--- config.mk ---
export PLATFORM = sky130hd
export DESIGN_NAME = hex_keypad_press_order_tracker
export DESIGN_NICKNAME = d
export VERILOG_FILES = /design/src/sv/hkpt_pkg.sv /design/src/sv/hkpt_list_ram.sv /design/src/sv/hex_keypad_press_order_tracker.sv
export SDC_FILE = /design/constraint.sdc
export NUM_CORES = 1
export LEC_CHECK = 0
export ABC_AREA = 1
export BUFFER_PORTS_ARGS = -buffer_cell sky130_fd_sc_hd__buf_2
export CAP_MARGIN = 20
export CORE_ASPECT_RATIO = 0.9
export CORE_MARGIN = 10
export CORE_UTILIZATION = 40
export DETAILED_ROUTE_END_ITERATION = 8
export GPL_TIMING_DRIVEN = 0
export PLACE_DENSITY = 0.65
export SLEW_MARGIN = 30
export SYNTH_ARGS = -nofsm -noshare
export SYNTH_HDL_FRONTEND = slang
export SYNTH_SLANG_ARGS = --single-unit
--- constraint.sdc ---
create_clock -name clk -period 3.1 [get_ports clk]
set_clock_uncertainty 0.05 [all_clocks]
set_input_delay 0.775 -clock clk [delete_from_list [all_inputs] [get_ports clk]]
set_output_delay 0.775 -clock clk [all_outputs]
set_load 0.1 [all_outputs]
--- src/sv/hkpt_pkg.sv ---
// Shared types, constants and the scancode table of the hex keypad tracker.
// Used by hkpt_list_ram and hex_keypad_press_order_tracker; depends on nothing.
package hkpt_pkg;

	localparam int LIST_DEPTH = 16;
	localparam int KEY_SLOTS  = 16;
	localparam int IDX_W      = 4;
	localparam int CNT_W      = 5;

	localparam logic [1:0] EV_NONE    = 2'd0;
	localparam logic [1:0] EV_PRESS   = 2'd1;
	localparam logic [1:0] EV_RELEASE = 2'd2;

	typedef struct packed {
		logic [8:0] key_scancode;
		logic [1:0] event_kind;
		logic [3:0] query_key;
	} hkpt_cmd_t;

	typedef struct packed {
		logic       query_key_down;
		logic [3:0] first_key;
		logic       first_key_valid;
		logic       scancode_mapped;
	} hkpt_rsp_t;

	typedef struct packed {
		logic             en;
		logic [IDX_W-1:0] addr;
		logic [3:0]       data;
	} hkpt_wr_t;

	typedef struct packed {
		logic       valid;
		logic [3:0] key;
	} hkpt_key_t;

	// Fixed keyboard-to-keypad table; an unmapped scancode returns valid low.
	function automatic hkpt_key_t map_scancode(logic [8:0] sc);
		hkpt_key_t r;
		r.valid = 1'b1;
		unique case (sc)
			9'd30:   r.key = 4'd1;
			9'd31:   r.key = 4'd2;
			9'd32:   r.key = 4'd3;
			9'd33:   r.key = 4'd12;
			9'd20:   r.key = 4'd4;
			9'd26:   r.key = 4'd5;
			9'd8:    r.key = 4'd6;
			9'd21:   r.key = 4'd13;
			9'd4:    r.key = 4'd7;
			9'd22:   r.key = 4'd8;
			9'd7:    r.key = 4'd9;
			9'd9:    r.key = 4'd14;
			9'd29:   r.key = 4'd10;
			9'd27:   r.key = 4'd0;
			9'd6:    r.key = 4'd11;
			9'd25:   r.key = 4'd15;
			default: begin
				r.valid = 1'b0;
				r.key   = 4'd0;
			end
		endcase
		return r;
	endfunction

endpackage

--- src/sv/hkpt_list_ram.sv ---
// Press-order list storage: one write port, one registered read port.
// Depends on hkpt_pkg for the depth, index width and write bundle.
module hkpt_list_ram
	import hkpt_pkg::*;
(
	input  logic             clk,
	input  hkpt_wr_t         wr,
	input  logic [IDX_W-1:0] rd_addr,
	output logic [3:0]       rd_data
);

	logic [3:0] mem [LIST_DEPTH];

	always_ff @(posedge clk) begin
		if (wr.en) begin
			mem[wr.addr] <= wr.data;
		end
	end

	always_ff @(posedge clk) begin
		rd_data <= mem[rd_addr];
	end

endmodule

--- src/sv/hex_keypad_press_order_tracker.sv ---
// Top level of the hex keypad press-order tracker: sequencer, key mask and count.
// Depends on hkpt_pkg and instantiates hkpt_list_ram.
//
// A transaction is taken when start is high and busy is low. A press, a query or an
// ignored event passes through the decide, first and respond states to the done strobe; a
// release of a held key also passes through the pass state first, where the list memory
// is swept one entry per cycle through its single read port to find
// the key and close the gap. The result stands on the result port for exactly one cycle
// with done high, and must be taken then: the block does not wait. A new transaction may
// be started in the same cycle as the done strobe.
module hex_keypad_press_order_tracker
	import hkpt_pkg::*;
(
	input  logic      clk,
	input  logic      arst_n,
	input  logic      start,
	output logic      busy,
	input  hkpt_cmd_t cmd,
	output logic      done,
	output hkpt_rsp_t result
);

	typedef enum logic [2:0] {
		ST_IDLE,
		ST_DECIDE,
		ST_PASS,
		ST_FIRST,
		ST_RESP
	} state_t;

	state_t           state_q;
	hkpt_cmd_t        cmd_q;
	hkpt_key_t        key_q;
	logic [15:0]      mask_q;
	logic [CNT_W-1:0] count_q;
	logic [CNT_W-1:0] idx_q;
	logic [IDX_W-1:0] jdx_q;
	logic             pend_q;
	logic             found_q;
	logic             done_q;
	hkpt_rsp_t        result_q;

	hkpt_wr_t         wr;
	logic [IDX_W-1:0] rd_addr;
	logic [3:0]       rd_data;
	logic             issue;

	assign issue = (state_q == ST_PASS) && (idx_q < count_q);

	always_comb begin
		wr      = '0;
		rd_addr = '0;
		unique case (state_q)
			ST_DECIDE: begin
				wr.en   = key_q.valid && (cmd_q.event_kind == EV_PRESS) &&
					!mask_q[key_q.key] && (count_q < CNT_W'(KEY_SLOTS));
				wr.addr = count_q[IDX_W-1:0];
				wr.data = key_q.key;
			end
			ST_PASS: begin
				rd_addr = idx_q[IDX_W-1:0];
				// Once the key is found, each later entry moves down one slot.
				wr.en   = pend_q && found_q;
				wr.addr = jdx_q - IDX_W'(1);
				wr.data = rd_data;
			end
			default: begin
				rd_addr = '0;
			end
		endcase
	end

	hkpt_list_ram u_list (
		.clk     (clk),
		.wr      (wr),
		.rd_addr (rd_addr),
		.rd_data (rd_data)
	);

	always_ff @(posedge clk or negedge arst_n) begin
		if (!arst_n) begin
			state_q  <= ST_IDLE;
			cmd_q    <= '0;
			key_q    <= '0;
			mask_q   <= '0;
			count_q  <= '0;
			idx_q    <= '0;
			jdx_q    <= '0;
			pend_q   <= 1'b0;
			found_q  <= 1'b0;
			done_q   <= 1'b0;
			result_q <= '0;
		end else begin
			done_q <= 1'b0;
			unique case (state_q)
				ST_IDLE: begin
					if (start) begin
						cmd_q   <= cmd;
						key_q   <= map_scancode(cmd.key_scancode);
						state_q <= ST_DECIDE;
					end
				end
				ST_DECIDE: begin
					idx_q   <= '0;
					pend_q  <= 1'b0;
					found_q <= 1'b0;
					state_q <= ST_FIRST;
					if (wr.en) begin
						mask_q[key_q.key] <= 1'b1;
						count_q           <= count_q + CNT_W'(1);
					end else if (key_q.valid && (cmd_q.event_kind == EV_RELEASE) &&
						mask_q[key_q.key]) begin
						mask_q[key_q.key] <= 1'b0;
						state_q           <= ST_PASS;
					end
				end
				ST_PASS: begin
					pend_q <= issue;
					jdx_q  <= idx_q[IDX_W-1:0];
					if (issue) begin
						idx_q <= idx_q + CNT_W'(1);
					end
					if (pend_q && !found_q && (rd_data == key_q.key)) begin
						found_q <= 1'b1;
					end
					if (!issue && !pend_q) begin
						count_q <= count_q - CNT_W'(1);
						state_q <= ST_FIRST;
					end
				end
				ST_FIRST: begin
					state_q <= ST_RESP;
				end
				ST_RESP: begin
					result_q.query_key_down  <= mask_q[cmd_q.query_key];
					result_q.first_key       <= (count_q != '0) ? rd_data : 4'd0;
					result_q.first_key_valid <= (count_q != '0);
					result_q.scancode_mapped <= key_q.valid;
					done_q                   <= 1'b1;
					state_q                  <= ST_IDLE;
				end
				default: begin
					state_q <= ST_IDLE;
				end
			endcase
		end
	end

	assign busy   = (state_q != ST_IDLE);
	assign done   = done_q;
	assign result = result_q;

	a_done_idle: assert property (@(posedge clk) disable iff (!arst_n)
		done |-> !busy)
		else $error("result strobe while a transaction is still running");

	a_count_limit: assert property (@(posedge clk) disable iff (!arst_n)
		count_q <= CNT_W'(KEY_SLOTS))
		else $error("pressed count beyond the slot limit");

	a_mask_count: assert property (@(posedge clk) disable iff (!arst_n)
		(state_q != ST_PASS) |-> ($countones(mask_q) == 32'(count_q)))
		else $error("key mask and pressed count disagree");

	a_accept_busy: assert property (@(posedge clk) disable iff (!arst_n)
		(start && !busy) |=> busy)
		else $error("accepted transaction did not raise busy");

endmodule

### Yosys cells after proc, flatten, opt, wreduce, memory -nomap -nowiden

Memory sizes are Yosys's and may differ from the RTL's. A register that Yosys moved wholly into a read port is not among the register bits.
Index checks and enable logic that the tools add are counted.

* memories: 1
* word-level logic and storage cells: 113
* register bits: 54
* bits in writable memories: 64

* order comparisons: 5
* equal/unequal tests: 28
* bitwise gates (word level): 3
* add/subtract/negate cells: 4
* reduce and logical (&&, ||, !) cells: 27
* mux-type cells: 29

Memory list
* u_list.mem: words 16, width 4, rd ports 1, clocked after memory_dff 1, wr ports 1, RTL line hkpt_list_ram.sv:12 `logic [3:0] mem [LIST_DEPTH];`

Operators with widths (count)
* 9-bit by 5-bit == test with 1-bit output, second input constant: 9
* 4-bit case mux with 15 select lines: 1
* 16-bit two-way mux: 2
* 9-bit by 3-bit == test with 1-bit output, second input constant: 3
* 5-bit case mux with 2 select lines: 2
* 9-bit by 4-bit == test with 1-bit output, second input constant: 2
* 9-bit by 6-bit == test with 1-bit output, second input constant: 2
* 9-bit case mux with 2 select lines: 1
* 16-bit AND: 1
* 16-bit NOT: 1
* 16-bit bitwise OR: 1
* 16-bit OR reduction: 1
* 5-bit two-way mux: 3
* 3-bit case mux with 4 select lines: 1
* 1-bit logical AND: 11
* 5-bit by 1-bit adder with 5-bit output, second input constant: 2
* 4-bit by 5-bit < comparator with 1-bit output, second input constant: 2
* 1-bit two-way mux: 10
* 2-bit AND reduction: 5
* 1-bit binary-select mux with 4-bit select: 2
* 4-bit two-way mux: 2
* 3-bit by 2-bit == test with 1-bit output, second input constant: 2
* 3-bit two-way mux: 2
* 2-bit by 1-bit != test with 1-bit output, second input constant: 3
* other kinds (19): 25

### Depth between registers and ports, before layout

* word-level depth: 8
* depth in mapped cells: 15
* depth with buffers taken out: 13

### Hierarchy

From an unflattened synthesis, not the netlist that was laid out.

* cells, all modules: 782
* area total of the unflattened synthesis: 6443.7 um^2

Modules (own cells, without submodules)
* hex_keypad_press_order_tracker: area an instance 3477.1 um^2, sequential area each 1351.3 um^2, cells an instance 492, times used 1
* hkpt_list_ram: area an instance 2966.6 um^2, sequential area each 2001.9 um^2, cells an instance 290, times used 1

### Least setup slack after synthesis

Ideal clock, no wire load.

* path kind: register -> register
* from: register state_q[1]
* to: register key_q[0] (netlist name)
* arrival time: 1967 ps
* path slack: 1001 ps
* cell stages (with the launch flop): 7
* library setup time: 83 ps
* cell sequence: dfrtp_1 -> nor2_1 -> nand2_1 -> nor2_1 -> clkbuf_1 -> o21ai_0 -> o21ai_0

* longest elaborated chain between the ends: 2

RTL lines
* from (decl): RTL line hex_keypad_press_order_tracker.sv:31 `state_t state_q;`
* from (signal assigned): RTL line hex_keypad_press_order_tracker.sv:82 `state_q <= ST_IDLE;`
* from (signal assigned): RTL line hex_keypad_press_order_tracker.sv:100 `state_q <= ST_DECIDE;`
* from (signal assigned): RTL line hex_keypad_press_order_tracker.sv:107 `state_q <= ST_FIRST;`
* 3-bit logical NOT: RTL line hex_keypad_press_order_tracker.sv:95 `unique case (state_q)`
* 2-bit AND reduction (no line)
* to (signal assigned): RTL line hex_keypad_press_order_tracker.sv:99 `key_q <= map_scancode(cmd.key_scancode);`
* to (decl): RTL line hex_keypad_press_order_tracker.sv:33 `hkpt_key_t key_q;`

Every way passes these cells.
A chain may end at the register's enable or synchronous reset.

### Worst setup path after layout

* from: register key_q[1] (netlist name)
* to: memory u_list.mem[3][3], enable pin

* longest elaborated chain between the ends: 8

RTL lines
* 1-bit binary-select mux with 4-bit select: RTL line hex_keypad_press_order_tracker.sv:56 `!mask_q[key_q.key] && (count_q < CNT_W'(KEY_SLOTS));`
* 1-bit two-way mux (implied by the code): RTL line hex_keypad_press_order_tracker.sv:56
* 1-bit logical NOT: RTL line hex_keypad_press_order_tracker.sv:56
* 1-bit logical AND: RTL line hex_keypad_press_order_tracker.sv:55 `wr.en = key_q.valid && (cmd_q.event_kind == EV_PRESS) &&`
* 1-bit logical AND: RTL line hex_keypad_press_order_tracker.sv:56
* 9-bit case mux with 2 select lines: RTL line hex_keypad_press_order_tracker.sv:53 `unique case (state_q)`
* 1-bit two-way mux: RTL line hkpt_list_ram.sv:15 `if (wr.en) begin`
* 1-bit two-way mux (implied by the code): RTL line hkpt_list_ram.sv:16 `mem[wr.addr] <= wr.data;`
* to (decl): RTL line hkpt_list_ram.sv:12

Every way passes these cells. The select of a mux whose other input is x is not followed.

==> summary.md <==
| Metric | Value |
|---|---|
| Largest net degree at the start of global routing | `55` |
| Achievable frequency | `396 MHz` |
| Die height | `139 µm` |
| Final wirelength | `15.4 mm` |
| Ys async rst share | `44.3%` |
| FILL cells | `1490` |
| Cells after synthesis | `699` |
| Syn_area_per_cell | `8.93 µm²` |
| Placed Cells | `927` |
| Share of the synthesized area in the top cell type | `30.8%` |
| CTS Buf Count | `17` |
| Crit end category | `flop` |
| Num ports | `27` |
| Data arrival, critical path | `2.54 ns` |
| Die ar. | `21000 µm²` |
| WHS | `0.358 ns` |
| Worst setup startpoint | `key_q[1]` |
| Area grow syn2layout | `17.1%` |
| Syn_nets | `727` |
| Most common cell in the netlist | `nand2_1` |
| Crit Reg-Reg Endpoint | `u_list.mem[3][3]` |
| Routed vias/inst | `5.25` |
| DRT Pass-1 Iters | `5` |
| # Max-Cap Violations | `0` |
| DRT iter0 DRCs | `465` |
| Crit start category | `flop` |
| Count of flip-flops with a built-in enable after synthesis | `64` |
| Slew Viols, Final | `0` |
| WS Path Type | `flop to flop` |
| Resized cells post-CTS | `0` |
| Tot Pwr | `6.50 mW` |
| H-tree Lvls | `4` |
| Mapped Area | `6240 µm²` |
| CP required | `3.11 ns` |
| Width of the die | `152 µm` |
| RR Startpoint | `key_q[1]` |
| CTS tree | `built` |
| Share of layout cells above drive strength 1 | `15.3%` |
| Ys Warns | `0` |
| Static Leakage | `3.13 nW` |
| Clock buffer depth | `2` |
| Max Fanout on Critical Path | `10` |
| WL/cell | `16.1 µm` |
| Cell variety after synth | `44` |
| Count of hold-fix buffers inserted at cts | `0` |
| R2r worst-path depth | `12` |
| Postcts setup bufs | `0` |
| RSZ-0062 raised after global routing | `false` |
| Port Buffers | `26` |
| HP Class | `input port to asynchronous set/reset pin` |
| Final setup fails | `0` |
| Hold Vio Cnt, Final | `0` |
| GRT overflow | `0` |
| Overall routing resource usage | `15.4%` |
| Final non-filler cell total | `958` |
| Clock latency on the worst-skew pair | `0.42 ns` |
| Tightest Pin Transition | `0.822 ns` |
| HPWL Detailed | `11.0 mm` |
| Commonest cells in the synthesized netlist | `nand2_1 (147), nor2_1 (90), edfxtp_1 (64)` |
| Clock transition at the registers of the reported paths | `0.05 ns` |
| Synth Flop Type | `edfxtp_1` |
| Antenna viol nets, final | `0` |
| Area leader, netlist | `edfxtp_1` |
| First-pass GRT wire length | `25.5 mm` |
| Inserted Diodes | `0` |
| TNS Setup | `0 ns` |
| TritonCTS Sinks | `122` |
| Max-slew headroom | `45.2%` |
| Gp weighted congestion | `0.914` |
| NumNets Final | `772` |
| Vias | `5026` |
| CORE AREA | `15400 µm²` |
| Status | `completed` |
| FF+latch count, synth | `122` |
| Root Buffer | `clkbuf_16` |
| Synth area leaders | `edfxtp_1 (31%), dfrtp_1 (22%), nand2_1 (8.8%)` |
| Number of global-route vias before repair | `4956` |
| Initial antenna violation count | `0` |
| Fin crit share | `81.5%` |
| DR DRC count | `0` |
| FP Rows | `43` |
| Initial core utilization | `40.6%` |
| R2r setup slk | `0.57 ns` |
| IR drop worst, VDD | `0.438 mV` |
| Power Density | `889 nW/µm²` |
| Crit path time final | `2.53 ns` |
| Post-synthesis sequential area ratio | `53.7%` |
[through the flow]
step,area [µm²],setup slack (ns),util [%]
finish,7310,0.574,47.5
global route,7310,0.401,47.5
CTS,7310,0.641,47.5
detailed placement,6650,0.662,43.2
global placement,6630,0.429,43.1
floorplan,6240,1.00,-
[per-layer routing]
metal  part of all wire (%)  track usage (%)  wire length (µm)  vias up
li1                       -                -                 -     2490
met4                    1.9             6.22               286        0
met1                     48             21.3              7340     2369
met5                      0                0                 0        -
met3                    4.7             2.94               724       23
met2                     46             23.0              7040      144
[report_power, final]
part	switching, mW	total (mW)	internal (mW)
combinational	1.62	2.18	0.561
clock	0.693	2.19	1.49
sequential	0.156	2.13	1.97
total	2.47	6.50	4.03
[kinds of logic (layout without fill, tap and decap cells)]
kind of cell / after synthesis / in the layout / share of synthesized area [%]
mux: 1 / 1 / 0.180
compound gates: 122 / 122 / 11.9
fa+ha+maj: 10 / 10 / 2.12
simple gates: 345 / 345 / 24.9
buf+inv: 93 / 150 / 6.35
xor+xnor: 6 / 6 / 0.842
flops: 122 / 122 / 53.7
[placed cells by master, fill, tap and decap left out, types with 8 or more instances in the layout]
cell type  synthesis  layout
dfrtp_1           54      54
a21oi_1           11      11
ha_1               9       9
nand2_1          147     147
inv_1             63      63
or2_2             13      13
edfxtp_1          64      64
o211ai_1          29      29
o21ai_0           57      57
clkbuf_16          0      17
inv_2              8       8
buf_2             10      35
nand3_1           45      45
nand4_1           23      23
nor2_1            90      90
[critical path, cell delays in order, from the launching register on]
cell and delay (ns):
dfrtp_1 0.31, buf_2 0.22, inv_1 0.23, nand2_1 0.13
nand2_1 0.05, nand2_1 0.05, nand2_1 0.14, nor2_2 0.13
nand2_2 0.08, nand2_2 0.11, buf_4 0.19, nand3_1 0.10
nor2_1 0.36
[worst max path at each step]
stage | end | slack (ns) | depth (start not counted)
after floorplan | key_q[0] | 1.00 | 6
after global placement | u_list.mem[8][3] | 0.43 | 4
after detailed placement | u_list.mem[3][1] | 0.66 | 12
after CTS | u_list.mem[3][3] | 0.64 | 12
after global routing | u_list.mem[3][3] | 0.40 | 12
final | u_list.mem[3][3] | 0.57 | 12
[final cells by class]
cell class / count / area (µm²) / area share (%)
flip-flops and latches: 122 / 3350 / 45.9
multi-input cells: 484 / 2520 / 34.5
inverters: 71 / 267 / 3.65
plain buffers: 22 / 130 / 1.78
well taps: 202 / 253 / 3.46
repair buffers: 26 / 133 / 1.82
clock buffers: 18 / 429 / 5.87
clock inverters: 13 / 225 / 3.08
No activity file was read; power rests on OpenSTA's default activity.
